`src/design/sxwf_pkg.sv`:
```
// Shared types and constants for the system-exclusive word message framer.
package sxwf_pkg;

    localparam int NUM_CELLS = 15;

    localparam logic [2:0] TYPE_WRITE   = 3'd0;
    localparam logic [2:0] TYPE_READ    = 3'd3;
    localparam logic [2:0] TYPE_CONFIG  = 3'd4;
    localparam logic [2:0] TYPE_LIBRARY = 3'd5;

    localparam logic [7:0] SX_START = 8'hF0;
    localparam logic [7:0] SX_ZERO  = 8'h00;
    localparam logic [7:0] SX_MFR   = 8'h7F;
    localparam logic [7:0] SX_PROD  = 8'h01;
    localparam logic [7:0] SX_END   = 8'hF7;
    localparam logic [7:0] SX_MASK7 = 8'h7F;

    typedef struct packed {
        logic [7:0] data;
        logic       last;
        logic       valid;
    } cell_t;

    function automatic cell_t make_cell(input logic [7:0] data, input logic last);
        cell_t c;
        c.data  = data;
        c.last  = last;
        c.valid = 1'b1;
        return c;
    endfunction

endpackage

```
`src/design/sxwf_cell.sv`:
```
// One byte cell of the output shift chain.
module sxwf_cell (
    input  logic            clk,
    input  logic            rst_n,
    input  logic            load,
    input  logic            shift,
    input  sxwf_pkg::cell_t load_cell,
    input  sxwf_pkg::cell_t next_cell,
    output sxwf_pkg::cell_t cur_cell
);

    logic       valid_reg;
    logic       valid_next;
    logic       last_reg;
    logic       last_next;
    logic [7:0] data_reg;
    logic [7:0] data_next;

    always_comb
    begin
        valid_next = valid_reg;
        last_next  = last_reg;
        data_next  = data_reg;
        if (load)
        begin
            valid_next = load_cell.valid;
            last_next  = load_cell.last;
            data_next  = load_cell.data;
        end
        else if (shift)
        begin
            valid_next = next_cell.valid;
            last_next  = next_cell.last;
            data_next  = next_cell.data;
        end
    end

    always_ff @(posedge clk or negedge rst_n)
    begin
        if (!rst_n)
        begin
            valid_reg <= 1'b0;
        end
        else
        begin
            valid_reg <= valid_next;
        end
    end

    always_ff @(posedge clk)
    begin
        last_reg <= last_next;
        data_reg <= data_next;
    end

    assign cur_cell.data  = data_reg;
    assign cur_cell.last  = last_reg;
    assign cur_cell.valid = valid_reg;

endmodule

```
`src/design/sysex_word_message_framer.sv`:
```
// Top level: builds a system-exclusive message and shifts it out one byte per cycle while out_stall is low.
// The first byte of a message is valid in the cycle after its request transfer.
// A write message has 15 bytes, a read 12, a config or library 9; unlisted types load no bytes.
// The next request transfers in the cycle the final byte of the current message leaves the chain.
// Reset clears every cell's valid bit and sets the unit number to zero.
module sysex_word_message_framer (
    input  logic        clk,
    input  logic        rst_n,
    input  logic        wr_en,
    input  logic [3:0]  wr_data,
    input  logic        in_valid,
    output logic        in_stall,
    input  logic [2:0]  req_type,
    input  logic [15:0] word_address,
    input  logic [15:0] word_data,
    output logic        out_valid,
    input  logic        out_stall,
    output logic [7:0]  out_byte,
    output logic        last
);

    localparam int N = sxwf_pkg::NUM_CELLS;

    logic [3:0] unit_reg;
    logic [3:0] unit_next;

    sxwf_pkg::cell_t cells    [N];
    sxwf_pkg::cell_t load_val [N];
    sxwf_pkg::cell_t next_val [N];

    logic       load;
    logic       shift;
    logic       rest_busy;
    logic [7:0] a0, a1, a2, d0, d1, d2;
    logic [7:0] sum;
    logic [7:0] cks;

    always_comb
    begin
        unit_next = wr_en ? wr_data : unit_reg;
    end

    always_ff @(posedge clk or negedge rst_n)
    begin
        if (!rst_n)
        begin
            unit_reg <= 4'd0;
        end
        else
        begin
            unit_reg <= unit_next;
        end
    end

    always_comb
    begin
        rest_busy = 1'b0;
        for (int i = 1; i < N; i++)
        begin
            rest_busy = rest_busy | cells[i].valid;
        end
    end

    assign shift    = !cells[0].valid || !out_stall;
    assign in_stall = rest_busy || !shift;
    assign load     = in_valid && !in_stall;

    assign a0 = {4'd0, word_address[15:12]};
    assign a1 = {2'd0, word_address[11:6]};
    assign a2 = {2'd0, word_address[5:0]};
    assign d0 = {4'd0, word_data[15:12]};
    assign d1 = {2'd0, word_data[11:6]};
    assign d2 = {2'd0, word_data[5:0]};

    always_comb
    begin
        sum = {5'd0, req_type};
        if (req_type == sxwf_pkg::TYPE_WRITE || req_type == sxwf_pkg::TYPE_READ)
        begin
            sum = sum + a0 + a1 + a2;
        end
        if (req_type == sxwf_pkg::TYPE_WRITE)
        begin
            sum = sum + d0 + d1 + d2;
        end
        cks = (8'd0 - sum) & sxwf_pkg::SX_MASK7;
    end

    always_comb
    begin
        for (int i = 0; i < N; i++)
        begin
            load_val[i] = '0;
        end
        if (req_type == sxwf_pkg::TYPE_WRITE || req_type == sxwf_pkg::TYPE_READ ||
            req_type == sxwf_pkg::TYPE_CONFIG || req_type == sxwf_pkg::TYPE_LIBRARY)
        begin
            load_val[0] = sxwf_pkg::make_cell(sxwf_pkg::SX_START, 1'b0);
            load_val[1] = sxwf_pkg::make_cell(sxwf_pkg::SX_ZERO, 1'b0);
            load_val[2] = sxwf_pkg::make_cell(sxwf_pkg::SX_MFR, 1'b0);
            load_val[3] = sxwf_pkg::make_cell(sxwf_pkg::SX_MFR, 1'b0);
            load_val[4] = sxwf_pkg::make_cell(sxwf_pkg::SX_PROD, 1'b0);
            load_val[5] = sxwf_pkg::make_cell({4'd0, unit_reg}, 1'b0);
            load_val[6] = sxwf_pkg::make_cell({5'd0, req_type}, 1'b0);
        end
        unique case (req_type)
            sxwf_pkg::TYPE_WRITE:
            begin
                load_val[7]  = sxwf_pkg::make_cell(a0, 1'b0);
                load_val[8]  = sxwf_pkg::make_cell(a1, 1'b0);
                load_val[9]  = sxwf_pkg::make_cell(a2, 1'b0);
                load_val[10] = sxwf_pkg::make_cell(d0, 1'b0);
                load_val[11] = sxwf_pkg::make_cell(d1, 1'b0);
                load_val[12] = sxwf_pkg::make_cell(d2, 1'b0);
                load_val[13] = sxwf_pkg::make_cell(cks, 1'b0);
                load_val[14] = sxwf_pkg::make_cell(sxwf_pkg::SX_END, 1'b1);
            end
            sxwf_pkg::TYPE_READ:
            begin
                load_val[7]  = sxwf_pkg::make_cell(a0, 1'b0);
                load_val[8]  = sxwf_pkg::make_cell(a1, 1'b0);
                load_val[9]  = sxwf_pkg::make_cell(a2, 1'b0);
                load_val[10] = sxwf_pkg::make_cell(cks, 1'b0);
                load_val[11] = sxwf_pkg::make_cell(sxwf_pkg::SX_END, 1'b1);
            end
            sxwf_pkg::TYPE_CONFIG, sxwf_pkg::TYPE_LIBRARY:
            begin
                load_val[7] = sxwf_pkg::make_cell(cks, 1'b0);
                load_val[8] = sxwf_pkg::make_cell(sxwf_pkg::SX_END, 1'b1);
            end
            default:
            begin
            end
        endcase
    end

    genvar g;
    generate
        for (g = 0; g < N; g++)
        begin : g_cell
            if (g == N - 1)
            begin : g_tail
                assign next_val[g] = '0;
            end
            else
            begin : g_body
                assign next_val[g] = cells[g + 1];
            end
            sxwf_cell u_cell (
                .clk       (clk),
                .rst_n     (rst_n),
                .load      (load),
                .shift     (shift),
                .load_cell (load_val[g]),
                .next_cell (next_val[g]),
                .cur_cell  (cells[g])
            );
        end
    endgenerate

    assign out_valid = cells[0].valid;
    assign out_byte  = cells[0].data;
    assign last      = cells[0].last;

endmodule

```
`config.mk`:
```
export PLATFORM = sky130hd
export DESIGN_NAME = sysex_word_message_framer
export DESIGN_NICKNAME = d
export VERILOG_FILES = /design/src/design/sxwf_pkg.sv /design/src/design/sxwf_cell.sv /design/src/design/sysex_word_message_framer.sv
export SDC_FILE = /design/constraint.sdc
export NUM_CORES = 1
export LEC_CHECK = 0
export BUFFER_PORTS_ARGS = -buffer_cell sky130_fd_sc_hd__buf_2
export CAP_MARGIN = 25
export CORE_ASPECT_RATIO = 0.5
export CORE_MARGIN = 2
export CORE_UTILIZATION = 45
export CTS_CLUSTER_DIAMETER = 100
export DETAILED_ROUTE_END_ITERATION = 6
export SYNTH_ARGS = -nofsm -noshare
export SYNTH_HDL_FRONTEND = slang
export SYNTH_SLANG_ARGS = --single-unit
```
`constraint.sdc`:
```
create_clock -name clk -period 6.29 [get_ports clk]
set_input_delay 1.258 -clock clk [delete_from_list [all_inputs] [get_ports clk]]
set_output_delay 1.258 -clock clk [all_outputs]
set_load 0.02 [all_outputs]
```
---- Word level (Yosys, flattened, before mapping) ----
Cells that the tools add are included.
word-level totals
  register bits after elaboration ......... 154
  output and inout bits ................... 11
  input bits .............................. 44
cells by class
  bitwise logic cells ..................... 13
  mux-type cells .......................... 95
  add/subtract/negate cells ............... 7
  equality and inequality tests ........... 3
  reductions and logical operators ........ 14
operator list
  operator             number
  $mux 8               30
  $mux 70              1
  $mux 1               59
  $pmux 28 s2          1
  $pmux 19 s2          1
  $mux 28              1
  $add 7x6->7          3
  $mux 7               2
  $or 1x1->1           13
  $add 5x6->7          1
  $add 7x4->7          1
  $sub 1x7->7 const A  1
  $eq 3x3->1 const B   2
  $add 3x4->5          1
  $logic_or 1x1->1     5
  $logic_not 1->1      4
  $reduce_or 2->1      2
  $eq 3x2->1 const B   1
  $logic_not 3->1      1
  $reduce_bool 2->1    1
  $logic_and 1x1->1    1

---- Logic depth before layout (Yosys ltp) ----
  depth in word-level cells ............... 17
  gate-level depth with buffers ........... 22

---- Hierarchy ----
A second synthesis with hierarchy kept.
second synthesis, totals
  cells, all modules ...................... 641
  area total of the unflattened synthesis .. 8982.4 um^2
modules (own cells, without submodules)
  module                     times used  seq. area each (um^2)  cells each  area each (um^2)
  sxwf_cell                  15          295.3                  26          474.2
  sysex_word_message_framer  1           100.1                  251         1869.3

---- Worst setup path before layout ----
OpenSTA, ideal clock, no wires.
  path type ............................... input -> register
  start ................................... in req_type[1]
  end ..................................... reg g_cell[13].u_cell.data_reg[6] (data pin)
  arrival ................................. 5873 ps
  stages .................................. 21
  buffers on the path ..................... 1
  required time ........................... 6026 ps
  library setup time ...................... 264 ps
  setup slack ............................. 154 ps
  path through ............................ buf_4 > inv_1 > fa_1 > inv_1 > fa_1 > ha_1 > fa_1 > nand2_1 > nand2_1 > fa_1 > inv_1 > fa_1 > inv_1 > ha_1 > a211oi_1 > nor2_1 > xor2_1 > a22oi_1 > and3_4 > mux2i_1 > nand3_2
on the way
  longest elaborated chain between the ends .. 11
RTL lines
  what                                line                              RTL
  start: declaration                  sysex_word_message_framer.sv:13   input logic [2:0] req_type,
  $add 3x4->5                         sysex_word_message_framer.sv:80   sum = sum + a0 + a1 + a2;
  $add 5x6->7                         sysex_word_message_framer.sv:80
  $add 7x6->7                         sysex_word_message_framer.sv:80
  $mux 7                              sysex_word_message_framer.sv:78   if (req_type == sxwf_pkg::TYPE_WRITE || req_type == sxwf_pkg::TYPE_READ)
  $add 7x4->7                         sysex_word_message_framer.sv:84   sum = sum + d0 + d1 + d2;
  $add 7x6->7 (2 in a row)            sysex_word_message_framer.sv:84
  $mux 7                              sysex_word_message_framer.sv:82   if (req_type == sxwf_pkg::TYPE_WRITE)
  $sub 1x7->7                         sysex_word_message_framer.sv:86   cks = (8'd0 - sum) & sxwf_pkg::SX_MASK7;
  $mux 28 *                           sysex_word_message_framer.sv:106  unique case (req_type)
  $mux 8 *                            sxwf_cell.sv:24                   if (load)
  net g_cell[13].u_cell.data_next[6]  sxwf_cell.sv:17                   logic [7:0] data_next;
  end signal: assignment              sxwf_cell.sv:53                   data_reg <= data_next;
  end: declaration                    sxwf_cell.sv:16                   logic [7:0] data_reg;
The timed path passes the listed nets; every way through them passes the cells marked *.
A chain may end at the register's enable or synchronous reset.

---- Worst setup path after layout ----
Ends and elaborated chain as after synthesis.

==> flow_summary.json <==
{
  "tns_ns": 0,
  "p_per_area_mw_per_mm2": 369,
  "drc": 0,
  "start_kind": "input port",
  "synth_top_area_share_pct": 50.9,
  "ys_types": 54,
  "reg2reg_slack_ns": 3.27,
  "grt.total_usage_pct": 17.7,
  "syn-cell-area_sq_mm": 0.00672,
  "dr.pass1.iters": 4,
  "yosysSeqAreaShare_pct": 58.0,
  "fp.dieH_um": 90.4,
  "ff2ff_path_depth": 8,
  "fin_nets": 725,
  "synth_area_leaders": "edfxtp_1 (51%), dfrtp_1 (7.1%), nand2_1 (6.6%)",
  "place_hpwl_um": 8490,
  "fin_area_sq_mm": 0.00778,
  "worstHoldPathType": "register to register",
  "syn_nets": 674,
  "cts_setup_buffers": 0,
  "synthToLayoutAreaGrowth_pct": 15.7,
  "root_buffer": "clkbuf_16",
  "hold_start": "g_cell[1].u_cell.valid_reg",
  "drv_cap": 0,
  "setup_violations": 0,
  "drive_gt1_share_pct": 18.5,
  "grt_max_degree": 74,
  "cts.reportedPaths.clkPinSlew_ns": 0.06,
  "regToRegStartpoint": "g_cell[2].u_cell.valid_reg",
  "fmax_mhz": 170,
  "arrival_ns": 6.02,
  "holdBufCountCts": 0,
  "antenna_found_initial": 0,
  "rsz0062_at_grt": "false",
  "largest_reg_flops": 107,
  "clkLatencyLatePin_ns": 0.41,
  "power_mw": 2.87,
  "yosys_warnings": 0,
  "post_synth.cell_area_avg_sq_um": 11.3,
  "drtAntennaViolNets": 0,
  "status": "completed",
  "clock-skew-final_ns": 0.00715,
  "clock-sinks": 133,
  "hold_end": "g_cell[0].u_cell.valid_reg",
  "cts_resized": 0,
  "rows": 31,
  "slew_viol_final": 0,
  "port_buffers": 54,
  "die_x_um": 177,
  "grt_pass1_wl_um": 21800,
  "required_ns": 6.44,
  "grt_overflow": 0,
  "place.gp.congestion": 0.856,
  "wirelength_um": 13100,
  "grt_pass1_vias": 4308,
  "cp-end-kind": "register",
  "dieArea_sq_mm": 0.0160,
  "nFillCells": 1289,
  "fin_crit_sh_pct": 93.3,
  "netlist_instances": 594,
  "final-hold-violation-count": 0,
  "post-route-min-period_ns": 5.87,
  "clk_path_buf_depth": 2,
  "hold_ws_ns": 0.492,
  "htree_levels": 4,
  "diodes": 0,
  "reg2reg_to": "g_cell[3].u_cell.valid_reg",
  "placed_area_sq_mm": 0.00716,
  "dr_total_vias": 4299,
  "synth_edf_count": 114,
  "ys.flop_type": "edfxtp_1",
  "hold_depth": 2,
  "wl_per_cell_um": 15.2,
  "async_flop_share_pct": 14.3,
  "path_max_fanout": 4,
  "slew_headroom_pct": 38.9,
  "drtIter0Drc": 274,
  "worst_pin_slew_ns": 0.916,
  "worstSetupPathType": "input port to register",
  "initial_core_util_pct": 46.2,
  "cts_buffers": 17,
  "ir_drop_uv": 205,
  "num_io_pins": 55,
  "core_sq_mm": 0.0145,
  "synth-seq-cells": 133,
  "drt-vias-per-instance": 5.02,
  "cts_tree": "yes",
  "synth_top_area_cell": "edfxtp_1",
  "cellLeakagePower_nw": 3.34
}
layout make-up:
type                            instances  area [sq um]  share of cell area, %
Sequential cell                       133          3900                   50.1
Inverter                               46           173                   2.22
Clock inverter                         15           193                   2.48
Multi-Input combinational cell        380          2470                   31.8
Tap cell                              198           248                   3.18
Clock buffer                           17           425                   5.47
Timing Repair Buffer                   67           368                   4.73
synth_stat cells (3+ instances only):
cell,n
o31ai_1,3
nand2_1,119
a22oi_1,9
inv_1,44
buf_4,11
a22o_1,5
o21ai_1,23
mux2_2,4
buf_2,7
xor2_1,7
o21ai_0,6
edfxtp_1,114
clkbuf_1,16
dfrtp_1,19
nor2b_1,38
nor2_1,36
nand3_1,15
fa_1,18
mux2i_1,3
ha_1,18
xnor2_1,6
a21oi_1,35
routing by layer:
metal  vias to the layer above  part of all wire (%)  track usage (%)
met5                         -                     0                0
met4                         0                   1.3             6.13
met3                        18                   4.2             3.83
met2                        81                    46             27.2
met1                      2085                    49             24.9
li1                       2115                     -                -
worst max-delay path: stages:
cell,delay [ns]
buf_2,0.10
inv_1,0.05
fa_1,0.52
inv_1,0.05
fa_1,0.45
ha_1,0.24
fa_1,0.41
xnor2_1,0.34
nor2b_1,0.11
fa_1,0.52
fa_1,0.42
ha_1,0.25
a211oi_1,0.29
nor2_1,0.11
xor2_1,0.15
a22oi_1,0.20
and3_4,0.25
mux2i_1,0.22
nand3_2,0.08
placed cells by master (no fill, tap or decap), drive strengths merged, types with 3 or more instances in the layout:
master  Yosys  routed
inv        46      54
a22oi       9       9
nand3      16      16
mux2i       3       3
buf        19      67
xor2        7       7
fa         18      18
a22o        5       5
nor2b      38      38
o31ai       3       3
ha         18      18
mux2        5       5
o21ai      30      30
bufinv      0       3
clkbuf     16      17
dfrtp      19      19
a21oi      36      36
edfxtp    114     114
nor2       39      39
nand2     120     120
xnor2       6       6
nor4        3       3
worst max-delay path by stage:
stage                            from                             to  slack, ns  cells after the start
after global routing      req_type[1]  g_cell[13].u_cell.data_reg[6]       0.14                     21
final                     req_type[1]  g_cell[13].u_cell.data_reg[6]       0.42                     19
after floorplan           req_type[1]  g_cell[13].u_cell.data_reg[6]       0.15                     21
after CTS                 req_type[1]  g_cell[13].u_cell.data_reg[6]       0.44                     19
after detailed placement  req_type[1]  g_cell[13].u_cell.data_reg[6]      -0.01                     19
after global placement    req_type[1]  g_cell[13].u_cell.data_reg[6]       0.11                     21
cell families (layout without fill, tap and decap cells):
group	count (synthesis)	in the layout	share of synthesized area, %
buffers and inverters	81	145	5.38
DFF	133	133	58.0
adders and majority gates	36	36	8.71
AOI/OAI and AO/OA	93	93	8.36
xor gates and xnor gates	13	13	1.69
and+or+nand+nor	230	230	16.5
muxes	8	8	1.34
power by group:
group          internal (mW)  total (mW)  switching (mW)
clock                  0.636        1.05           0.412
combinational          0.227       0.558           0.331
sequential              1.20        1.27          0.0666
total                   2.06        2.87           0.810
stage by stage:
stage	worst slack, ns	cells	utilization [%]
2_1_floorplan	0.154	594	-
3_3_place_gp	0.108	824	49.2
3_5_place_dp	-0.0106	824	49.2
4_1_cts	0.443	856	53.5
5_1_grt	0.143	856	53.5
6_report	0.422	856	53.5
No activity file was read; power rests on OpenSTA's default activity.
